## config.mk

```make
export PLATFORM = sky130hd
export DESIGN_NAME = pns_dot
export DESIGN_NICKNAME = d
export VERILOG_FILES = /design/src/rtl/pns_pkg.sv /design/src/rtl/pns_dot.sv
export SDC_FILE = /design/constraint.sdc
export NUM_CORES = 2
export LEC_CHECK = 0
export BUFFER_PORTS_ARGS = -buffer_cell sky130_fd_sc_hd__buf_4
export CELL_PAD_IN_SITES_DETAIL_PLACEMENT = 1
export CELL_PAD_IN_SITES_GLOBAL_PLACEMENT = 1
export CORE_MARGIN = 3
export CORE_UTILIZATION = 45
export CTS_BUF_LIST = sky130_fd_sc_hd__clkbuf_4 sky130_fd_sc_hd__clkbuf_8
export DETAILED_ROUTE_END_ITERATION = 10
export HOLD_SLACK_MARGIN = 0.06
export PLACE_DENSITY = 0.73
export REMOVE_ABC_BUFFERS = 1
export SETUP_SLACK_MARGIN = 0.05
export SLEW_MARGIN = 20
export SYNTH_ARGS = -nofsm -noshare
export SYNTH_HDL_FRONTEND = slang
export SYNTH_SLANG_ARGS = --single-unit
```

## constraint.sdc

```tcl
create_clock -name clk -period 4.1 [get_ports clk]
set_input_delay 0.615 -clock clk [delete_from_list [all_inputs] [get_ports clk]]
set_output_delay 0.615 -clock clk [all_outputs]
set_load 0.02 [all_outputs]
```

## src/rtl/pns_pkg.sv

```systemverilog
// Shared types and constants of the 3D gradient noise sampler.
// No dependencies; used by pns_dot and the top level of the block.
`timescale 1ns / 1ps
package pns_pkg;

	// Width of a corner dot product and of every blended value (16 fraction bits).
	localparam int VAL_W   = 20;
	localparam int NOISE_W = 17;

	localparam logic signed [VAL_W-1:0] NOISE_MIN = -VAL_W'(65536);
	localparam logic signed [VAL_W-1:0] NOISE_MAX = VAL_W'(65535);

	localparam logic KIND_WRITE  = 1'b0;
	localparam logic KIND_SAMPLE = 1'b1;

	typedef enum logic [2:0] {
		ST_IDLE = 3'b001,
		ST_RUN  = 3'b010,
		ST_LERP = 3'b100
	} state_t;

	// Tag that travels with a gradient read through the dot product pipeline.
	typedef struct packed {
		logic       valid;
		logic [2:0] corner;
	} corner_tag_t;

endpackage

```

## src/rtl/pns_dot.sv

```systemverilog
// Corner dot product: offset times gradient word read from the gradient memory.
// Depends on pns_pkg for the value width and the corner tag.
`timescale 1ns / 1ps
module pns_dot #(
	parameter int FRAC_BITS = 16,
	parameter int GRAD_BITS = 16
) (
	input  logic                          clk,
	input  logic                          arst_n,
	input  pns_pkg::corner_tag_t          tag_s1,
	input  logic [3*GRAD_BITS-1:0]        grad_word,
	input  logic [FRAC_BITS-1:0]          fr_x,
	input  logic [FRAC_BITS-1:0]          fr_y,
	input  logic [FRAC_BITS-1:0]          fr_z,
	output pns_pkg::corner_tag_t          tag_s2,
	output logic signed [pns_pkg::VAL_W-1:0] v
);
	import pns_pkg::*;

	localparam int D_W   = FRAC_BITS + 2;
	localparam int M_W   = D_W + GRAD_BITS;
	localparam int ACC_W = M_W + 2;
	localparam int SH    = FRAC_BITS + GRAD_BITS - 17;
	localparam int SHR   = (SH > 0) ? SH : 0;
	localparam int SHL   = (SH < 0) ? -SH : 0;
	localparam logic signed [D_W-1:0] ONE = D_W'(1) << FRAC_BITS;

	logic signed [D_W-1:0]       dx, dy, dz;
	logic signed [GRAD_BITS-1:0] gx, gy, gz;
	logic signed [M_W-1:0]       px_s2, py_s2, pz_s2;
	logic signed [ACC_W-1:0]     acc;

	assign gx = grad_word[GRAD_BITS-1:0];
	assign gy = grad_word[2*GRAD_BITS-1:GRAD_BITS];
	assign gz = grad_word[3*GRAD_BITS-1:2*GRAD_BITS];

	// The upper corner on an axis sees the offset less one cell.
	assign dx = D_W'($signed({1'b0, fr_x})) - (tag_s1.corner[0] ? ONE : '0);
	assign dy = D_W'($signed({1'b0, fr_y})) - (tag_s1.corner[1] ? ONE : '0);
	assign dz = D_W'($signed({1'b0, fr_z})) - (tag_s1.corner[2] ? ONE : '0);

	always_ff @(posedge clk) begin
		px_s2 <= M_W'(dx) * M_W'(gx);
		py_s2 <= M_W'(dy) * M_W'(gy);
		pz_s2 <= M_W'(dz) * M_W'(gz);
	end

	always_ff @(posedge clk or negedge arst_n) begin
		if (!arst_n) begin
			tag_s2 <= '0;
		end else begin
			tag_s2 <= tag_s1;
		end
	end

	assign acc = ACC_W'(px_s2) + ACC_W'(py_s2) + ACC_W'(pz_s2);
	assign v   = VAL_W'((acc >>> SHR) <<< SHL);

endmodule

```

==> results by group <==
Run status
  – Outcome: finished, violations left
  – Violated checks: negative setup slack

Place
  – DP HPWL: 91100 um
  – Placed cell count: 5371
  – Final GP Congestion: 0.886
  – Port bufs: between 100 and 150
  – DP Worst Slack: -2710 ps

Floorplanning
  – FP Rows: 102
  – Die ar.: 0.0819 mm^2
  – Core Area: 0.0776 mm^2
  – Height of the chip: approximately 290 um
  – # IOs: 126
  – Horiz. Die Dim: 286 um
  – Initial core utilization: 0.455

Critical path
  – Critical Path RT: roughly 4500 ps
  – CP max FO: 8
  – Critical Path AT: 6750 ps
  – Critical path class: primary input to flop
  – Setup crit end kind: flop
  – Setup crit start kind: primary input

Drt
  – Vias per std cell: 5.67
  – Antenna Nets Post-Route: 0
  – Wire length per cell: 27.3 um
  – DR pass1 iterations: 7
  – DR vias: ~31000
  – Drc violations: 0
  – Post-Route WL: 151000 um
  – First DRT Iteration DRCs: between 2000 and 2500

Synth
  – Synth Warn #: 0
  – Synth Flop Type: dfxtp_1
  – Flop and latch count out of synthesis: 106
  – Post-synthesis cell area: 0.0353 mm^2
  – Mapped Cells: 3764
  – Sequential fraction of the synthesis area: 0.0606
  – FFs w/ async S/R, synth: 0.0377
  – EDFF count, synth: 0
  – Number of library cell types mapped by synthesis: 72
  – Synth Area per Inst: 9.39 um^2

Finish
  – Area grow syn2layout: 32.3%
  – Final #Nets: 5761
  – Commonest cells after routing, fill and taps aside: inv_1, fa_1, buf_4
  – Fillers: between 8000 and 9000
  – Non-Filler Instances: 5541
  – Share of cells above drive strength 1: 0.314
  – Most common cell after layout, fill and taps aside: inv_1

Worst hold path
  – Hold path cells: 1
  – Hold Path Class: primary input to flop

Timing
  – Fin. max-slew vios: 0
  – Final Hold Viols: 0
  – Final Setup Violations: 97
  – RSZ-0062 raised after global routing: yes
  – Least-Margin Pin Slew: between 600 and 700 ps
  – Tcrit/Tclk final: 1.55
  – Relative slew slack: 0.546
  – Final worst slack: -2250 ps
  – Final min period: 6350 ps
  – Fmax: 157 MHz

GRT
  – Initial antenna violation count: 2
  – All-layer global routing usage: 0.305
  – First-pass GRT wire length: around 190000 um
  – Grt ovf: 0
  – Largest net degree at the start of global routing: 19
  – Number of global-route vias before repair: 35100

Clock tree
  – CTS tree: yes
  – Clk root buf: clkbuf_8
  – Maximum buffer depth of the clock tree: 2
  – Clock sink total: around 110
  – Clock slew at reported path FFs: 150 ps
  – Num CTS Buffers: 9
  – Htree depth: 3

Run
  – Max-Cap Viols: 0
worst paths after layout:
kind	start	slack [ps]	endpoint
min	tag_s1[3]	250	tag_s2[3]
max	tag_s1[0]	-2250	px_s2[33]
min in group asynchronous	arst_n	490	tag_s2[0]
max in group asynchronous	arst_n	3460	tag_s2[1]
Yosys cell counts, types with 2 or more instances:
cell,n,area (um^2)
ha_1,288,3600
a21oi_1,86,430
and3_1,7,43.8
xor2_1,29,254
fa_1,876,17500
a221oi_1,2,17.5
o21ai_0,43,215
or4_1,3,22.5
a311oi_1,3,26.3
nand4_1,13,81.3
o211ai_1,10,75.1
buf_1,2,7.51
a41oi_1,3,26.3
a31oi_1,8,50.1
dfxtp_1,102,2040
a211oi_1,14,105
a311o_1,3,30.0
a31o_2,3,26.3
inv_1,948,3560
o21ai_1,2,10.0
nor3_1,18,90.1
xnor2_1,87,762
a21o_1,31,233
a2111oi_0,3,26.3
dfrtp_1,4,100
clkbuf_1,120,450
a211o_1,4,35.0
nand3_1,19,95.1
o31a_1,5,43.8
or3_1,5,31.3
nand2b_1,27,169
nand3b_1,2,15.0
nand2_1,431,1620
a221o_1,2,20.0
o21a_1,18,135
and2_1,377,2360
nor4_1,5,31.3
o21bai_1,16,120
o31ai_1,2,15.0
nor2b_1,15,93.8
nor2_1,97,364
layout make-up:
class | count | area [um^2] | area share
Timing Repair Buffer | 843 | 7670 | 0.164
Clock buffer | 10 | 131 | 0.00281
Multi-Input combinational cell | 2587 | 31900 | 0.682
Sequential cell | 106 | 2150 | 0.0459
Tap cell | 1040 | 1300 | 0.0278
Antenna cell | 1 | 2.50 | 0.0000535
Inverter | 948 | 3570 | 0.0764
Clock inverter | 6 | 51.3 | 0.00110
critical path, cell delays in order:
cell and delay, ps:
buf_6 120, buf_4 170, and2_4 160, inv_1 50, fa_2 580, fa_2 500
buf_4 180, fa_2 370, fa_1 580, inv_1 110, fa_1 550, inv_1 70
fa_1 510, inv_1 80, ha_2 200, a21o_1 190, a21oi_2 150, or3b_4 440
nor2_4 120, o211ai_1 170, a31oi_1 310, buf_4 170, nor2_2 40, nor3_2 160
xnor2_1 160
stage by stage:
| step | utilization | instance area, um^2 | hold WS [ps] | setup TNS [ps] |
|---|---|---|---|---|
| 4_1_cts | 0.578 | 44900 | 242 | -96430 |
| 2_1_floorplan | - | 34900 | 319 | -93260 |
| 6_report | 0.603 | 46800 | 250 | -124030 |
| 3_3_place_gp | 0.535 | 41500 | 459 | -139540 |
| 3_5_place_dp | 0.535 | 41500 | 459 | -148850 |
| 5_1_grt | 0.603 | 46800 | 245 | -133120 |
what timing repair did:
| action | CTS | global route |
|---|---|---|
| resized for setup | 604 | 353 |
| hold buffers | 1 | 0 |
| gates cloned | 1 | 2 |
| pin swaps | 336 | 274 |
| endpoints found under the setup margin | 96 | 100 |
| endpoints found under the hold margin | 4 | 0 |
| setup buffers | 100 | 83 |
routing by layer:
| layer | global-route usage | part of all wire |
|---|---|---|
| met1 | 0.359 | 0.35 |
| met2 | 0.562 | 0.51 |
| met3 | 0.0422 | 0.061 |
| met4 | 0.118 | 0.082 |
| met5 | 0 | 0 |
state kept, by name (all words and copies together) (netlist names):
name / count
px_s2: 34
py_s2: 34
pz_s2: 34
tag_s2: 4
logic make-up (layout without fill, tap and decap cells):
family,after synthesis,after routing,synth area share
AOI/OAI and AO/OA,279,279,0.0541
xor gates and xnor gates,116,116,0.0288
adders and majority gates,1164,1164,0.598
buffers and inverters,1071,1807,0.114
DFF,106,106,0.0606
muxes,1,1,0.000283
other,0,1,0
and+or+nand+nor,1027,1027,0.144
Power is not shown: default switching activity piles up to over one toggle a cycle in this logic, so the estimate is an artifact.
