===== config.mk =====
export PLATFORM = sky130hd
export DESIGN_NAME = pns_fade
export DESIGN_NICKNAME = d
export VERILOG_FILES = /design/src/rtl/pns_fade.sv
export SDC_FILE = /design/constraint.sdc
export NUM_CORES = 1
export LEC_CHECK = 0
export BUFFER_PORTS_ARGS = -buffer_cell sky130_fd_sc_hd__buf_2
export CORE_ASPECT_RATIO = 0.9
export CORE_MARGIN = 4
export CORE_UTILIZATION = 40
export CTS_CLUSTER_DIAMETER = 80
export DETAILED_ROUTE_END_ITERATION = 16
export HOLD_SLACK_MARGIN = 0.12
export PLACE_DENSITY_LB_ADDON = 0.05
export SKIP_CTS_REPAIR_TIMING = 1
export SYNTH_ARGS = -nofsm -noshare
export SYNTH_HDL_FRONTEND = slang
export SYNTH_SLANG_ARGS = --single-unit

===== constraint.sdc =====
create_clock -name clk -period 7.8 [get_ports clk]
set_input_delay 0.78 -clock clk [delete_from_list [all_inputs] [get_ports clk]]
set_output_delay 0.78 -clock clk [all_outputs]
set_load 0.02 [all_outputs]

===== src/rtl/pns_fade.sv =====
// Quintic fade curve for one axis, evaluated by Horner's rule, one product a cycle while step is high.
// No package dependencies.
`timescale 1ns / 1ps
module pns_fade #(
	parameter int FRAC_BITS = 16
) (
	input  logic                 clk,
	input  logic                 load,
	input  logic                 step,
	input  logic                 step_add,
	input  logic [FRAC_BITS-1:0] t_in,
	output logic [FRAC_BITS:0]   s
);

	localparam int FD_W = FRAC_BITS + 6;
	localparam int P_W  = FD_W + FRAC_BITS + 2;
	localparam logic signed [FD_W-1:0] ONE     = FD_W'(1) << FRAC_BITS;
	localparam logic signed [FD_W-1:0] FIFTEEN = FD_W'(15) << FRAC_BITS;
	localparam logic signed [FD_W-1:0] TEN     = FD_W'(10) << FRAC_BITS;

	logic [FRAC_BITS-1:0]   t_q;
	logic signed [FD_W-1:0] acc_q;
	logic signed [FD_W-1:0] te;
	logic signed [P_W-1:0]  prod;
	logic signed [FD_W-1:0] next;

	assign te   = FD_W'($signed({1'b0, t_in}));
	assign prod = P_W'(acc_q) * P_W'($signed({1'b0, t_q}));
	assign next = FD_W'(prod >>> FRAC_BITS) + (step_add ? TEN : '0);

	always_ff @(posedge clk) begin
		if (load) begin
			t_q   <= t_in;
			acc_q <= (te <<< 2) + (te <<< 1) - FIFTEEN;
		end else if (step) begin
			acc_q <= next;
		end
	end

	always_comb begin
		if (acc_q < 0) begin
			s = '0;
		end else if (acc_q > ONE) begin
			s = (FRAC_BITS+1)'(ONE);
		end else begin
			s = (FRAC_BITS+1)'(acc_q);
		end
	end

endmodule


==> results.cfg, run 1 <==
[outcome]
status = finished, final reports clean

[sta]
skew_ns = 0.007726
max_freq_mhz = 135.1
worst-slew-pin-transition_ns = 0.8612
final.setup.tns_ns = 0
timing.final.hold_violations = 0
post-route-min-period_ns = 7.401
final.period_utilization_pct = 94.88
slew_viol_final = 0
relSlewSlack_pct = 42.59
finalSetupViolCount = 0

[worst_setup_path]
r2r_slack_ns = 0.40
cp_slowest_cell = edfxtp_1
crit_fanout = 5
slowest_delay_ns = 0.53
critPathKind = reg2reg
crit_start = acc_q[8]$_DFFE_PP_
cp-end-kind = flop
r2r-start = acc_q[8]$_DFFE_PP_
r2r_end = acc_q[21]$_SDFFCE_PP1P_
reg2reg_depth = 28
required_ns = 7.84
cp.arrival_ns = 7.44
startpoint_type = flop
crit_top_cell = fa_1

[synth]
syn_avg_cell_area_um2 = 9.142
syn_nets = 2107
synth-seq-cells = 38
synth_flop_cell = edfxtp_1
synth-edff-count = 38
syn_inst = 1619
async_reset_ff_share_pct = 0
synth_cell_type_count = 53
ys_seq_area_share_pct = 7.709
synth-warning-count = 0
syn_area_um2 = 14800

[placement]
dp_cells = 2136
gp_congestion = 0.8722
hpwlAfterDp_mm = 34.71
io_buffers = 36

[cts]
clock_sinks = 38
clk_path_buf_depth = 2
cts_buffers = 5
cts-root-buf = clkbuf_16
insertion_delay_ns = 0.29
cts_tree = built
cts_max_level = 2
clk_pin_slew_ns = 0.06

[die]
dieArea_um2 = 40150
start_util_pct = 40.74
die_h_um = 190.5
io_pins = 37
core-area_um2 = 36330
placement_rows = 66
die_w_um = 210.8

[worst_hold_path]
min_from = t_in[0]
hold_depth = 1
hold_path_class = in2reg
min_to = t_q[0]$_DFFE_PP_

[route]
viasPerCell = 4.823
first_pass_iters = 6
routed_wl_mm = 41.18
ant_nets = 0
vias = 10440
drt-initial-drc-count = 662
route.detailed.drc = 0
wire_per_inst_um = 19.02

[cells_and_area]
layout-drive-gt1-share_pct = 8.763
fill_cells = 3660
final_cells = 2165
area_growth_pct = 10.92
nNetsFinal = 2176
n_antenna_cell = 0

[global_routing]
first_global_vias = 11520
grt_usage_pct = 21.92
grt_pass1_wl_mm = 67.75
grt_max_degree = 45
grt_antenna_before_repair = 3
grt-ovfl-total = 0

[job]
max-cap-violations = 0
## critical path, delay by kind of cell (launching register included)
| family | cells | cell delay (ns) |
|---|---|---|
| compound gates | 6 | 1.59 |
| buf+inv | 6 | 0.55 |
| flops | 1 | 0.53 |
| fa+ha+maj | 8 | 3.60 |
| mux | 1 | 0.12 |
| simple gates | 6 | 0.66 |
| xor+xnor | 1 | 0.09 |
## how the worst max path moves through the flow
stage / endpoint / slack, ns / cells past startpoint
6_report: acc_q[21]$_SDFFCE_PP1P_ / 0.40 / 28
3_3_place_gp: acc_q[21]$_SDFFCE_PP1P_ / 0.17 / 31
3_5_place_dp: acc_q[21]$_SDFFCE_PP1P_ / 0.09 / 31
5_1_grt: acc_q[21]$_SDFFCE_PP1P_ / -0.003 / 30
4_1_cts: acc_q[21]$_SDFFCE_PP1P_ / 0.07 / 31
2_1_floorplan: acc_q[21]$_SDFFCE_PP1P_ / 0.85 / 31
## layout by cell type, fill, tap and decap left out, drive strengths merged, types with 4 or more instances in the layout
| cell type | Yosys | final |
|---|---|---|
| nor2 | 22 | 22 |
| nand3 | 11 | 11 |
| o21ai | 23 | 23 |
| clkbuf | 69 | 5 |
| a211oi | 4 | 4 |
| inv | 430 | 430 |
| o211ai | 5 | 5 |
| fa | 343 | 343 |
| edfxtp | 38 | 38 |
| buf | 0 | 131 |
| nand2 | 234 | 234 |
| nor4 | 4 | 4 |
| and3 | 4 | 4 |
| nor3 | 9 | 9 |
| nand3b | 4 | 4 |
| ha | 125 | 125 |
| xnor2 | 30 | 30 |
| and2 | 156 | 156 |
| xor2 | 10 | 10 |
| a21oi | 31 | 31 |
| o21bai | 6 | 6 |
| a21o | 15 | 15 |
## kinds of logic (layout without fill, tap and decap cells)
group,after synthesis,in the layout,synth area share [%]
flip-flops,38,38,7.709
AND/OR/NAND/NOR,462,462,15.19
buffers and inverters,499,569,12.65
adder cells (fa/ha/maj),468,468,56.96
XOR/XNOR,41,41,2.519
multiplexers,2,2,0.1353
AO/OA/AOI/OAI,109,109,4.835
## per-layer routing
metal  wire length [µm]  track usage, %
met1              21590           35.83
met2              16560           31.60
met3               2462           3.175
met4                548           2.668
met5                 13               0
## per-stage QoR
stage               worst slack, ns  util [%]  cell area (µm²)  hold slack [ns]
finish                       0.3995     45.19            16420           0.6981
global route              -0.003015     45.19            16420           0.7015
CTS                         0.06517     44.62            16210           0.6967
detailed placement          0.08709     44.10            16020           0.9983
global placement             0.1651     44.10            16020           0.9995
floorplan                    0.8532         -            14800           0.8789
## flip-flops by register name, summed over array words and instances, names as in the netlist
register  count
t_q          16
acc_q        22
## Yosys cell counts (10+ instances only)
master    instances  area [µm²]
inv_1           430        1614
fa_1            343        6867
nand2_1         234       878.3
and2_1          155       969.7
ha_1            125        1564
clkbuf_1         69       259.0
edfxtp_1         38        1141
a21oi_1          31       155.2
xnor2_1          30       262.8
o21ai_0          23       115.1
nor2_1           22       82.58
a21o_1           14       105.1
nand3_1          11       55.05
xor2_1           10       87.58
## final cells by class
class | count | area [µm²] | area share [%]
timing repair buffer | 131 | 1081 | 6.584
clock buffer | 5 | 125.1 | 0.7621
inverter | 430 | 1614 | 9.831
sequential | 38 | 1141 | 6.950
clock inverter | 3 | 63.81 | 0.3887
tap | 476 | 595.6 | 3.628
multi-input combinational | 1082 | 11800 | 71.86
Power of run 1 is not shown: default switching activity piles up to over one toggle a cycle in this logic, so the estimate is an artifact.
==> run 2: changes to the inputs <==
- CAP_MARGIN: unset -> 0
- CORE_MARGIN: 4 -> 3
==> run 2 against run 1 <==
Compared with the run above: wire length is 1.3% lower; worst hold slack better by 0.014 ns; clock skew is 0.0034 ns lower; via count is 1.0% lower; final cell count is 0.55% higher; sequential share of layout area hardly changed; die area is 2.0% lower; design area is 0.66% higher; register-to-register slack hardly changed; first-iteration DRC count is 18% lower; clock-buffer cell count stayed put; critical endpoint unchanged.
==> results.cfg, run 2 (same netlist as run 1, synthesis figures left out) <==
[worst_setup_path]
cp-end-kind = flop
r2r_slack_ns = 0.39
required_ns = 7.83
r2r_end = acc_q[21]$_SDFFCE_PP1P_
critPathKind = reg2reg
startpoint_type = flop
cp_top_family = adder cells
cp_slowest_cell = edfxtp_1
slowest_delay_ns = 0.55
cp.arrival_ns = 7.44
crit_fanout = 9
reg2reg_depth = 31
critPathBufInv = 7
r2r-start = t_q[6]$_DFFE_PP_
crit_top_cell = fa_1

[die]
io_pins = 37
die_h_um = 188.5
start_util_pct = 40.74
placement_rows = 66
dieArea_um2 = 39350
core-area_um2 = 36330
die_w_um = 208.8

[sta]
finalSetupViolCount = 0
final.period_utilization_pct = 95.02
timing.final.hold_violations = 0
worst-slew-pin-transition_ns = 0.7551
setup_ws_ns = 0.3883
max_freq_mhz = 134.9
slew_viol_final = 0
post-route-min-period_ns = 7.412
grt_setup_unrepaired = no
relSlewSlack_pct = 49.30
skew_ns = 0.004327

[route]
first_pass_iters = 4
wire_per_inst_um = 18.67
drt-initial-drc-count = 542
ant_nets = 0
viasPerCell = 4.748
routed_wl_mm = 40.64
route.detailed.drc = 0
vias = 10340

[cts]
cts_tree = built
clock_sinks = 38
clk_pin_slew_ns = 0.06
insertion_delay_ns = 0.28
cts_max_level = 2
cts_buffers = 5
clk_path_buf_depth = 2
cts-root-buf = clkbuf_16

[cells_and_area]
reg_top3 = acc_q (22), t_q (16)
fill_cells = 3669
area_growth_pct = 11.65
multiInputGateArea_um2 = 11840
finalCoreUtilization_pct = 45.48
stdcell_area_um2 = 16530
layout_common_cells = inv_1, fa_1, nand2_1
regArea_um2 = 1141
top_register = acc_q
layout-drive-gt1-share_pct = 9.882
nNetsFinal = 2187
largest_reg_flops = 22
final_common_cell = inv_1

[placement]
place_area_um2 = 15950
gp_congestion = 0.8232
hpwlAfterDp_mm = 33.88
preCtsSetupSlack_ns = -0.03951
io_buffers = 36

[global_routing]
grt_max_degree = 62
grt_antenna_before_repair = 0
grt_usage_pct = 21.72
grt-ovfl-total = 0
grt_pass1_wl_mm = 66.14
first_global_vias = 11260

[outcome]
status = finished, final reports clean

[worst_hold_path]
hold_path_class = in2reg
min_to = t_q[1]$_DFFE_PP_
hold_depth = 1
min_from = t_in[1]

[job]
max-cap-violations = 0
[run 2: cell types whose count changed in the layout (fill, tap and decap cells not counted), moves of 2 or more]
cell	delta
buf_12	-2
a21oi_1	-3
a211oi_2	+2
a21oi_2	+3
buf_4	+12
a211oi_1	-2
[run 2: worst max path at each step]
stage	to	from	cells after the start	slack (ns)
2_1_floorplan	acc_q[21]$_SDFFCE_PP1P_	acc_q[16]$_DFFE_PP_	31	0.85
5_1_grt	acc_q[21]$_SDFFCE_PP1P_	t_q[5]$_DFFE_PP_	31	0.02
4_1_cts	acc_q[21]$_SDFFCE_PP1P_	t_q[4]$_DFFE_PP_	30	-0.08
3_5_place_dp	acc_q[21]$_SDFFCE_PP1P_	t_q[4]$_DFFE_PP_	30	-0.04
3_3_place_gp	acc_q[21]$_SDFFCE_PP1P_	t_q[4]$_DFFE_PP_	30	0.02
6_report	acc_q[21]$_SDFFCE_PP1P_	t_q[6]$_DFFE_PP_	31	0.39
[run 2: area by class of cell]
class                      instances  area share [%]
inverter                         430           9.767
clock inverter                     3          0.4164
timing repair buffer             142           6.913
tap                              476           3.604
multi-input combinational       1082           71.62
antenna                            1         0.01514
sequential                        38           6.905
clock buffer                       5          0.7571
[run 2: metrics by stage]
step	hold slack (ns)	TNS (ns)	std cells
final	0.7118	0	2177
after global routing	0.7125	0	2176
after CTS	0.7043	-0.08177	2142
after detailed placement	0.9965	-0.03951	2134
after global placement	1.003	0	2134
after floorplan	0.8789	0	1619
[run 2: per-layer routing]
layer | share of wire [%] | wire [µm] | vias up | global-route usage [%]
li1 | - | - | 4911 | -
met1 | 53 | 21370 | 5203 | 35.14
met2 | 41 | 16750 | 209 | 31.82
met3 | 5.5 | 2235 | 14 | 3.712
met4 | 0.69 | 280 | 0 | 1.494
met5 | 0 | 0 | - | 0
[run 2: worst register-to-register path: cells and delay by family, from the launching register on]
family,cells,cell delay [ns]
flip-flops,1,0.55
AND/OR/NAND/NOR,8,0.87
adder cells (fa/ha/maj),9,3.90
multiplexers,1,0.12
buffers and inverters,7,0.68
AO/OA/AOI/OAI,6,1.03
Power of run 2 is left out for the same reason.
